$ cat src/hdl/krt_pkg.sv
// ----------------------------------------------------------------------------
// krt_pkg: shared definitions for the keyed record table
// Sizes, request and status codes, controller states and the command and
// status bundles that join the controller and the datapath.
// ----------------------------------------------------------------------------
`default_nettype none

package krt_pkg;

  // Table geometry.
  localparam int ENTRIES = 64;
  localparam int IDX_W   = $clog2(ENTRIES);
  localparam int CNT_W   = $clog2(ENTRIES + 1);

  // Field widths.
  localparam int KEY_W = 16;
  localparam int AMT_W = 16;
  localparam int REQ_W = 2;
  localparam int STS_W = 3;

  // Request codes; the fourth code is unused and answers not found.
  typedef enum logic [REQ_W-1:0] {
    REQ_INSERT = 2'd0,
    REQ_DELETE = 2'd1,
    REQ_SEARCH = 2'd2
  } req_t;

  // Result status codes.
  typedef enum logic [STS_W-1:0] {
    ST_INSERTED  = 3'd0,
    ST_DUPLICATE = 3'd1,
    ST_FULL      = 3'd2,
    ST_NOTFOUND  = 3'd3,
    ST_FOUND     = 3'd4
  } status_t;

  // Controller states.
  typedef enum logic [1:0] {
    S_IDLE = 2'd0,
    S_SCAN = 2'd1,
    S_SWAP = 2'd2,
    S_DONE = 2'd3
  } state_t;

  // Commands from the controller to the datapath.
  typedef struct packed {
    logic    load;        // capture the request, restart the scan
    logic    scan_rd;     // read the entry at the scan index and advance it
    logic    last_rd;     // read the last live entry
    logic    ins_wr;      // append the request record
    logic    swap_wr;     // write the last entry into the hit slot
    logic    cnt_dec;     // drop one live entry
    logic    res_ld;      // capture a result
    logic    res_from_rd; // result amount comes from the read data
    status_t res_status;
    logic    out_ld;      // move the result into the output register
  } krt_cmd_t;

  // Status from the datapath to the controller.
  typedef struct packed {
    logic [REQ_W-1:0] req;
    logic             key_hit;   // read data valid and key matches
    logic             rd_vld;    // a read is in flight
    logic             scan_more; // live entries remain to be read
    logic             full;
    logic             hit_last;  // the hit is on the last live entry
    logic             out_free;  // output register can take a result
  } krt_sts_t;

endpackage

`default_nettype wire

$ cat src/hdl/krt_if.sv
// ----------------------------------------------------------------------------
// krt_if: request and response channels of the keyed record table
// Valid and ready handshake; a transfer happens when both are high.
// ----------------------------------------------------------------------------
`default_nettype none

interface krt_req_if;
  import krt_pkg::*;

  logic             valid;
  logic             ready;
  logic [REQ_W-1:0] req_type;
  logic [KEY_W-1:0] key;
  logic [AMT_W-1:0] amount_in;

  modport source (output valid, req_type, key, amount_in, input ready);
  modport sink   (input valid, req_type, key, amount_in, output ready);
endinterface

interface krt_rsp_if;
  import krt_pkg::*;

  logic             valid;
  logic             ready;
  logic [STS_W-1:0] status;
  logic [AMT_W-1:0] amount_out;

  modport source (output valid, status, amount_out, input ready);
  modport sink   (input valid, status, amount_out, output ready);
endinterface

`default_nettype wire

$ cat src/hdl/keyed_record_table.sv
// ----------------------------------------------------------------------------
// keyed_record_table: key and amount table with linear search
// Insert, delete by key with last-entry swap, and search by key.
//
// Usage:
//   in_ch carries one request (req_type, key, amount_in); out_ch returns
//   exactly one result (status, amount_out) per request, in request order.
//   A request is taken only while the controller is idle. The key is then
//   compared against the live entries one per cycle through the single
//   registered read port of the record memory; a miss reads every live
//   entry, at most ENTRIES, and a hit ends the scan early. A delete that
//   moves the last entry into the hole adds the swap state, since the last
//   entry is read in the cycle of the hit and written in the next. One
//   request is in work at a time.
//   The result sits in an output register. A new request is accepted while
//   an earlier result still waits; when the receiver stalls, the finished
//   result of the next request waits in the result register, with the
//   controller holding, until the output register frees. Reset empties the
//   table at once: the live count goes to zero and no memory clearing pass
//   is needed.
// ----------------------------------------------------------------------------
`default_nettype none

module keyed_record_table (
  input  wire logic clk,
  input  wire logic rst_n,
  krt_req_if.sink   in_ch,
  krt_rsp_if.source out_ch
);
  import krt_pkg::*;

  krt_cmd_t cmd;
  krt_sts_t sts;

  // Sequencer.
  krt_ctrl u_ctrl (
    .clk      (clk),
    .rst_n    (rst_n),
    .in_valid (in_ch.valid),
    .in_ready (in_ch.ready),
    .sts      (sts),
    .cmd      (cmd)
  );

  // Storage, compare and output register.
  krt_dp u_dp (
    .clk         (clk),
    .rst_n       (rst_n),
    .in_req_type (in_ch.req_type),
    .in_key      (in_ch.key),
    .in_amount   (in_ch.amount_in),
    .cmd         (cmd),
    .sts         (sts),
    .out_valid   (out_ch.valid),
    .out_ready   (out_ch.ready),
    .out_status  (out_ch.status),
    .out_amount  (out_ch.amount_out)
  );

endmodule

`default_nettype wire

$ cat src/hdl/krt_dp.sv
// ----------------------------------------------------------------------------
// krt_dp: datapath of the keyed record table
// Record memory, live count, scan counter, key compare and output register.
// ----------------------------------------------------------------------------
`default_nettype none

module krt_dp (
  input  wire logic                 clk,
  input  wire logic                 rst_n,
  input  wire logic [krt_pkg::REQ_W-1:0] in_req_type,
  input  wire logic [krt_pkg::KEY_W-1:0] in_key,
  input  wire logic [krt_pkg::AMT_W-1:0] in_amount,
  input  wire krt_pkg::krt_cmd_t    cmd,
  output krt_pkg::krt_sts_t         sts,
  output logic                      out_valid,
  input  wire logic                 out_ready,
  output logic [krt_pkg::STS_W-1:0] out_status,
  output logic [krt_pkg::AMT_W-1:0] out_amount
);
  import krt_pkg::*;

  localparam int REC_W = KEY_W + AMT_W;

  logic [REC_W-1:0] mem [ENTRIES];

  logic [REQ_W-1:0] req_r;
  logic [KEY_W-1:0] key_r;
  logic [AMT_W-1:0] amt_r;
  logic [CNT_W-1:0] scan_idx_r;
  logic [CNT_W-1:0] count_r;
  logic [IDX_W-1:0] rd_idx_r;
  logic [IDX_W-1:0] slot_r;
  logic [REC_W-1:0] rd_data_r;
  logic             rd_vld_r;
  logic [STS_W-1:0] res_status_r;
  logic [AMT_W-1:0] res_amt_r;
  logic             out_valid_r;
  logic [STS_W-1:0] out_status_r;
  logic [AMT_W-1:0] out_amt_r;

  logic [IDX_W-1:0] last_idx;
  logic             mem_we;
  logic [IDX_W-1:0] mem_wa;
  logic [REC_W-1:0] mem_wd;
  logic             mem_re;
  logic [IDX_W-1:0] mem_ra;
  logic [KEY_W-1:0] rd_key;
  logic [AMT_W-1:0] rd_amt;

  // Address and data selection for the record memory.
  always_comb begin
    last_idx = IDX_W'(count_r - CNT_W'(1));
    mem_we   = cmd.ins_wr | cmd.swap_wr;
    mem_wa   = cmd.ins_wr ? count_r[IDX_W-1:0] : slot_r;
    mem_wd   = cmd.ins_wr ? {key_r, amt_r} : rd_data_r;
    mem_re   = cmd.scan_rd | cmd.last_rd;
    mem_ra   = cmd.last_rd ? last_idx : scan_idx_r[IDX_W-1:0];
    rd_key   = rd_data_r[REC_W-1:AMT_W];
    rd_amt   = rd_data_r[AMT_W-1:0];
  end

  // Record memory: one write port, one registered read port.
  always_ff @(posedge clk) begin
    if (mem_we) begin
      mem[mem_wa] <= mem_wd;
    end
    if (mem_re) begin
      rd_data_r <= mem[mem_ra];
    end
  end

  // Request capture and scan bookkeeping.
  always_ff @(posedge clk) begin
    if (cmd.load) begin
      req_r <= in_req_type;
      key_r <= in_key;
      amt_r <= in_amount;
    end
    if (cmd.scan_rd) begin
      rd_idx_r <= scan_idx_r[IDX_W-1:0];
    end
    if (sts.key_hit) begin
      slot_r <= rd_idx_r;
    end
    if (cmd.res_ld) begin
      res_status_r <= cmd.res_status;
      res_amt_r    <= cmd.res_from_rd ? rd_amt : '0;
    end
    if (cmd.out_ld) begin
      out_status_r <= res_status_r;
      out_amt_r    <= res_amt_r;
    end
  end

  // Control registers: scan index, read valid, live count, output valid.
  always_ff @(posedge clk) begin
    if (!rst_n) begin
      scan_idx_r  <= '0;
      rd_vld_r    <= 1'b0;
      count_r     <= '0;
      out_valid_r <= 1'b0;
    end else begin
      if (cmd.load) begin
        scan_idx_r <= '0;
      end else if (cmd.scan_rd) begin
        scan_idx_r <= scan_idx_r + CNT_W'(1);
      end
      rd_vld_r <= mem_re;
      if (cmd.ins_wr) begin
        count_r <= count_r + CNT_W'(1);
      end else if (cmd.cnt_dec) begin
        count_r <= count_r - CNT_W'(1);
      end
      if (cmd.out_ld) begin
        out_valid_r <= 1'b1;
      end else if (out_ready) begin
        out_valid_r <= 1'b0;
      end
    end
  end

  // Status back to the controller.
  always_comb begin
    sts.req       = req_r;
    sts.rd_vld    = rd_vld_r;
    sts.key_hit   = rd_vld_r && (rd_key == key_r);
    sts.scan_more = scan_idx_r < count_r;
    sts.full      = count_r == CNT_W'(ENTRIES);
    sts.hit_last  = rd_idx_r == last_idx;
    sts.out_free  = !out_valid_r || out_ready;
  end

  assign out_valid  = out_valid_r;
  assign out_status = out_status_r;
  assign out_amount = out_amt_r;

endmodule

`default_nettype wire

$ cat src/hdl/krt_ctrl.sv
// ----------------------------------------------------------------------------
// krt_ctrl: controller of the keyed record table
// Sequences the capture, the linear scan, the swap on delete and the result.
// ----------------------------------------------------------------------------
`default_nettype none

module krt_ctrl (
  input  wire logic              clk,
  input  wire logic              rst_n,
  input  wire logic              in_valid,
  output logic                   in_ready,
  input  wire krt_pkg::krt_sts_t sts,
  output krt_pkg::krt_cmd_t      cmd
);
  import krt_pkg::*;

  state_t state_r;
  state_t state_nxt;

  // State register.
  always_ff @(posedge clk) begin
    if (!rst_n) begin
      state_r <= S_IDLE;
    end else begin
      state_r <= state_nxt;
    end
  end

  // Next state and commands.
  always_comb begin
    state_nxt      = state_r;
    cmd            = '0;
    cmd.res_status = ST_NOTFOUND;
    in_ready       = 1'b0;

    case (state_r)
      S_IDLE: begin
        in_ready = 1'b1;
        if (in_valid) begin
          cmd.load  = 1'b1;
          state_nxt = S_SCAN;
        end
      end

      S_SCAN: begin
        if (sts.key_hit) begin
          // The compared entry holds the key.
          case (sts.req)
            REQ_INSERT: begin
              cmd.res_ld     = 1'b1;
              cmd.res_status = ST_DUPLICATE;
              state_nxt      = S_DONE;
            end
            REQ_SEARCH: begin
              cmd.res_ld      = 1'b1;
              cmd.res_from_rd = 1'b1;
              cmd.res_status  = ST_FOUND;
              state_nxt       = S_DONE;
            end
            REQ_DELETE: begin
              if (sts.hit_last) begin
                cmd.cnt_dec    = 1'b1;
                cmd.res_ld     = 1'b1;
                cmd.res_status = ST_FOUND;
                state_nxt      = S_DONE;
              end else begin
                cmd.last_rd = 1'b1;
                state_nxt   = S_SWAP;
              end
            end
            default: begin
              cmd.res_ld     = 1'b1;
              cmd.res_status = ST_NOTFOUND;
              state_nxt      = S_DONE;
            end
          endcase
        end else if (sts.scan_more) begin
          cmd.scan_rd = 1'b1;
        end else if (!sts.rd_vld) begin
          // Every live entry has been compared without a match.
          cmd.res_ld = 1'b1;
          state_nxt  = S_DONE;
          if (sts.req == REQ_INSERT) begin
            if (sts.full) begin
              cmd.res_status = ST_FULL;
            end else begin
              cmd.ins_wr     = 1'b1;
              cmd.res_status = ST_INSERTED;
            end
          end else begin
            cmd.res_status = ST_NOTFOUND;
          end
        end
      end

      S_SWAP: begin
        // The last entry's record has been read; move it into the hole.
        cmd.swap_wr    = 1'b1;
        cmd.cnt_dec    = 1'b1;
        cmd.res_ld     = 1'b1;
        cmd.res_status = ST_FOUND;
        state_nxt      = S_DONE;
      end

      S_DONE: begin
        if (sts.out_free) begin
          cmd.out_ld = 1'b1;
          state_nxt  = S_IDLE;
        end
      end

      default: begin
        state_nxt = S_IDLE;
      end
    endcase
  end

endmodule

`default_nettype wire

$ cat src/flat_wrapper.sv
// flat-port wrapper written by rule: the top's interface ports become plain ports
module keyed_record_table_flat import krt_pkg::*;
  (clk, rst_n, in_ch_valid, in_ch_req_type, in_ch_key, in_ch_amount_in, in_ch_ready, out_ch_valid, out_ch_status, out_ch_amount_out, out_ch_ready);
  krt_req_if in_ch_i ();
  krt_rsp_if out_ch_i ();
  input  wire logic clk;
  input  wire logic rst_n;
  input wire logic [$bits(in_ch_i.valid)-1:0] in_ch_valid;
  input wire logic [$bits(in_ch_i.req_type)-1:0] in_ch_req_type;
  input wire logic [$bits(in_ch_i.key)-1:0] in_ch_key;
  input wire logic [$bits(in_ch_i.amount_in)-1:0] in_ch_amount_in;
  output wire logic [$bits(in_ch_i.ready)-1:0] in_ch_ready;
  output wire logic [$bits(out_ch_i.valid)-1:0] out_ch_valid;
  output wire logic [$bits(out_ch_i.status)-1:0] out_ch_status;
  output wire logic [$bits(out_ch_i.amount_out)-1:0] out_ch_amount_out;
  input wire logic [$bits(out_ch_i.ready)-1:0] out_ch_ready;
  assign in_ch_i.valid = in_ch_valid;
  assign in_ch_i.req_type = in_ch_req_type;
  assign in_ch_i.key = in_ch_key;
  assign in_ch_i.amount_in = in_ch_amount_in;
  assign in_ch_ready = in_ch_i.ready;
  assign out_ch_valid = out_ch_i.valid;
  assign out_ch_status = out_ch_i.status;
  assign out_ch_amount_out = out_ch_i.amount_out;
  assign out_ch_i.ready = out_ch_ready;
  keyed_record_table u_core (.clk(clk), .rst_n(rst_n), .in_ch(in_ch_i), .out_ch(out_ch_i));
endmodule
$ cat config.mk
export PLATFORM = sky130hd
export DESIGN_NAME = keyed_record_table_flat
export DESIGN_NICKNAME = d
export VERILOG_FILES = /design/src/hdl/krt_pkg.sv /design/src/hdl/krt_if.sv /design/src/hdl/keyed_record_table.sv /design/src/hdl/krt_dp.sv /design/src/hdl/krt_ctrl.sv /design/src/flat_wrapper.sv
export SDC_FILE = /design/constraint.sdc
export NUM_CORES = 2
export LEC_CHECK = 0
export BUFFER_PORTS_ARGS = -buffer_cell sky130_fd_sc_hd__buf_2
export CAP_MARGIN = 20
export CELL_PAD_IN_SITES_DETAIL_PLACEMENT = 1
export CELL_PAD_IN_SITES_GLOBAL_PLACEMENT = 1
export CORE_MARGIN = 2
export CORE_UTILIZATION = 40
export CTS_CLUSTER_DIAMETER = 50
export DETAILED_ROUTE_END_ITERATION = 10
export GPL_TIMING_DRIVEN = 0
export PLACE_DENSITY = 0.67
export SLEW_MARGIN = 20
export SYNTH_ARGS = -nofsm -noshare
export SYNTH_HDL_FRONTEND = slang
export SYNTH_SLANG_ARGS = --single-unit
$ cat constraint.sdc
create_clock -name clk -period 8.1 [get_ports clk]
set_clock_uncertainty 0.05 [all_clocks]
set_input_delay 0.81 -clock clk [delete_from_list [all_inputs] [get_ports clk]]
set_output_delay 0.81 -clock clk [all_outputs]
set_load 0.03 [all_outputs]
==> reports/results.ini <==
[timing]
fin_crit_sh_pct = 94.7
max_freq_mhz = 130
min_period_ns = 7.67
rsz0062_at_grt = no
fin_tns_setup_ns = 0
final_max_slew_viol_count = 0
hold_viol = 0
relSlewSlack_pct = 16.1
setup_viol = 0
setup_ws_ns = 0.427
tightest_slew_ns = 1.25

[final_layout]
multiInputGateArea_um2 = 20200
final_layout_size_suffix_gt1_share_pct = 16.1
final_cell_mix = edfxtp_1 (2164), nand2_1 (1054), mux2i_1 (604), nand3_1 (462), buf_4 (233)
final_util_pct = 47.5
finalInstanceArea_um2 = 102000
ff_latch_area_um2 = 65300
layout_commonest_cell = edfxtp_1
fillers = 21000
fin_nets = 6394
finalNonFillerCells = 9419
area_growth_pct = 18.0

[synthesis]
synth-seq-cells = 2182
ys_async_sr_fraction_pct = 0
synth_edf_count = 2164
synth_top_family_by_area = simple AND/OR/NAND/NOR gates
synthSimpleGateAreaFrac_pct = 9.48
synth-xor-area-share_pct = 0.386
ys_types = 72
syn_area_per_cell_um2 = 15.2
seq_area_frac_synth_pct = 75.5
synthAdderAreaFrac_pct = 0.202
synth-compound-area-share_pct = 5.25
synth_mux_area_share_pct = 7.11
synth_flop_cell = edfxtp_1
yosysWarnings = 0
synth_fp_nets = 5763
syn_inst = 5711
syn_area_um2 = 86600

[cts]
cts_setup_buffers = 0
clk_path_buf_depth = 3
htreeDepth = 4
path_clk_slew_ns = 0.06
ctsResizeCount = 0
root_buffer = clkbuf_16
clk-insertion-delay-late_ns = 0.92
hold_buffers = 12
cts_buffers = 223
cts_num_sinks = 2182
cts_tree = done

[job]
drv_cap = 0

[die]
dieHeight_um = 469
die_x_um = 469
io_pins = 59
initial_core_util_pct = 40.3
dieArea_um2 = 220000
core_um2 = 215000
rows = 170

[critical_path]
crit_chain = buf_2 > inv_1 > ha_1 > xor2_1 > xnor2_1 > nand4_2 > o211a_1 > buf_4 > buf_6 > o21ai_4 > clkbuf_1 > clkbuf_1 > a31oi_1 > nor3_1 > or4_1
crit_fanout = 10
cp-start-kind = flip-flop
cp.arrival_ns = 8.31
critPathBufInv = 6
worstPathRequired_ns = 8.73
cp_slowest_cell = clkbuf_1
end_kind = flip-flop
path_delay_family = buffers and inverters
critical_path_class = reg -> reg
crit_top_cell = clkbuf_1
max_stage_delay_ns = 0.98

[status]
status = finished clean

[power_and_ir_drop]
total_leakage_power_nw = 37.7
ir_drop_v = 0.000210
cellPowerDensity_nw_per_um2 = 299

[placement]
gp_congestion = 0.964
place_area_um2 = 94700
place_hpwl_um = 239000
dp.cells = 8940
pre_cts_slack_ns = 0.651
port-buffer-count = 58

[detailed_routing]
post_drt_wl_per_cell_um = 35.2
drc = 0
drt_wl_total_um = 332000
dr.pass1.iters = 5
via_count = 57500
dr.first_iter.drc_count = 8562
final_antenna_net_count = 0
via_per_inst = 6.10

[min_path]
hold_class = in -> reg

[global_route]
grt_usage_pct = 29.8
antenna_found_initial = 40
grt_max_degree = 65
grt_pass1_wl_um = 455000
overflow = 0
grt_pass1_vias = 57000

-- synth_stat cells (13+ instances only) --
library cell / number / area share (%)
a21oi_1: 42 / 0.24
o211ai_1: 22 / 0.19
ha_1: 14 / 0.20
buf_4: 25 / 0.22
o221ai_1: 207 / 2.1
and3_1: 17 / 0.12
a211oi_1: 48 / 0.42
dfxtp_1: 18 / 0.42
nor2_1: 31 / 0.13
buf_2: 160 / 0.93
or4_1: 32 / 0.28
mux2i_1: 605 / 7.0
inv_1: 18 / 0.078
clkbuf_1: 153 / 0.66
nor3_1: 150 / 0.87
nand2_1: 1086 / 4.7
and2_1: 20 / 0.14
a31oi_1: 215 / 1.6
nand3_1: 462 / 2.7
nor4_1: 13 / 0.094
edfxtp_1: 2164 / 75
buf_1: 28 / 0.12
xnor2_1: 26 / 0.26
-- flip-flops by register name, indices dropped and copies added, names as in the netlist --
register and cells:
u_core.u_dp.mem 2048, u_core.u_dp.rd_data_r 32, u_core.u_dp.amt_r 16, u_core.u_dp.out_status 3
u_core.u_dp.out_valid 1, u_core.u_dp.req_r 2, u_core.u_dp.slot_r 6, u_core.u_dp.key_r 16
u_core.u_dp.count_r 7, u_core.u_dp.out_amount 16, u_core.u_dp.res_status_r 3, u_core.u_dp.scan_idx_r 7
u_core.u_dp.rd_vld_r 1, u_core.u_dp.rd_idx_r 6, u_core.u_dp.res_amt_r 16, u_core.u_ctrl.state_r 2
-- layer usage --
layer | GRT usage [%] | up-vias | routed length (um)
met3 | 7.75 | 730 | 37500
met2 | 44.6 | 3484 | 146000
li1 | - | 23300 | -
met1 | 39.4 | 29900 | 126000
met5 | 0 | - | 191
met4 | 17.1 | 28 | 21600
-- through the flow --
step	power, mW	hold WS (ns)
floorplan	17.2	0.350
global placement	19.9	0.350
detailed placement	20.4	0.356
CTS	30.4	0.00256
global route	31.2	0.0302
finish	30.5	0.0445
-- final cells by class --
cell class,instances,area share [%]
buffer,370,1.69
clock inverter,138,1.25
multi-input combinational,3139,19.8
inverter,20,0.0735
clock buffer,281,5.72
antenna,45,0.110
sequential,2182,64.0
tap,2838,3.48
timing repair buffer,406,3.91
-- where the power goes --
group	switching, mW	total (mW)	internal, mW	leakage (nW)
Sequential	0.133	14.0	13.9	19.6
Clock	4.51	10.2	5.66	3.48
Combinational	4.82	6.32	1.50	14.6
-- kinds of logic (layout without fill, tap and decap cells) --
| kind of cell | Yosys count | count (layout) |
|---|---|---|
| other | 0 | 45 |
| DFF | 2182 | 2182 |
| xor gates and xnor gates | 35 | 35 |
| and+or+nand+nor | 1865 | 1865 |
| AOI/OAI and AO/OA | 611 | 611 |
| muxes | 614 | 614 |
| buffers and inverters | 390 | 1215 |
| adders and majority gates | 14 | 14 |
-- final timing paths --
kind | slack (ns) | to | from | cells past startpoint
worst max register to register | 0.43 | u_core.u_dp.rd_data_r[4] | u_core.u_dp.count_r[0] | 15
worst min register to register | 0.37 | u_core.u_dp.out_amount[15] | u_core.u_dp.res_amt_r[15] | 0
worst max-delay path | 0.43 | u_core.u_dp.rd_data_r[4] | u_core.u_dp.count_r[0] | 15
worst min-delay path | 0.04 | u_core.u_dp.key_r[8] | in_ch_key[8] | 1
Note: power is estimated with default switching activity, not from simulation.
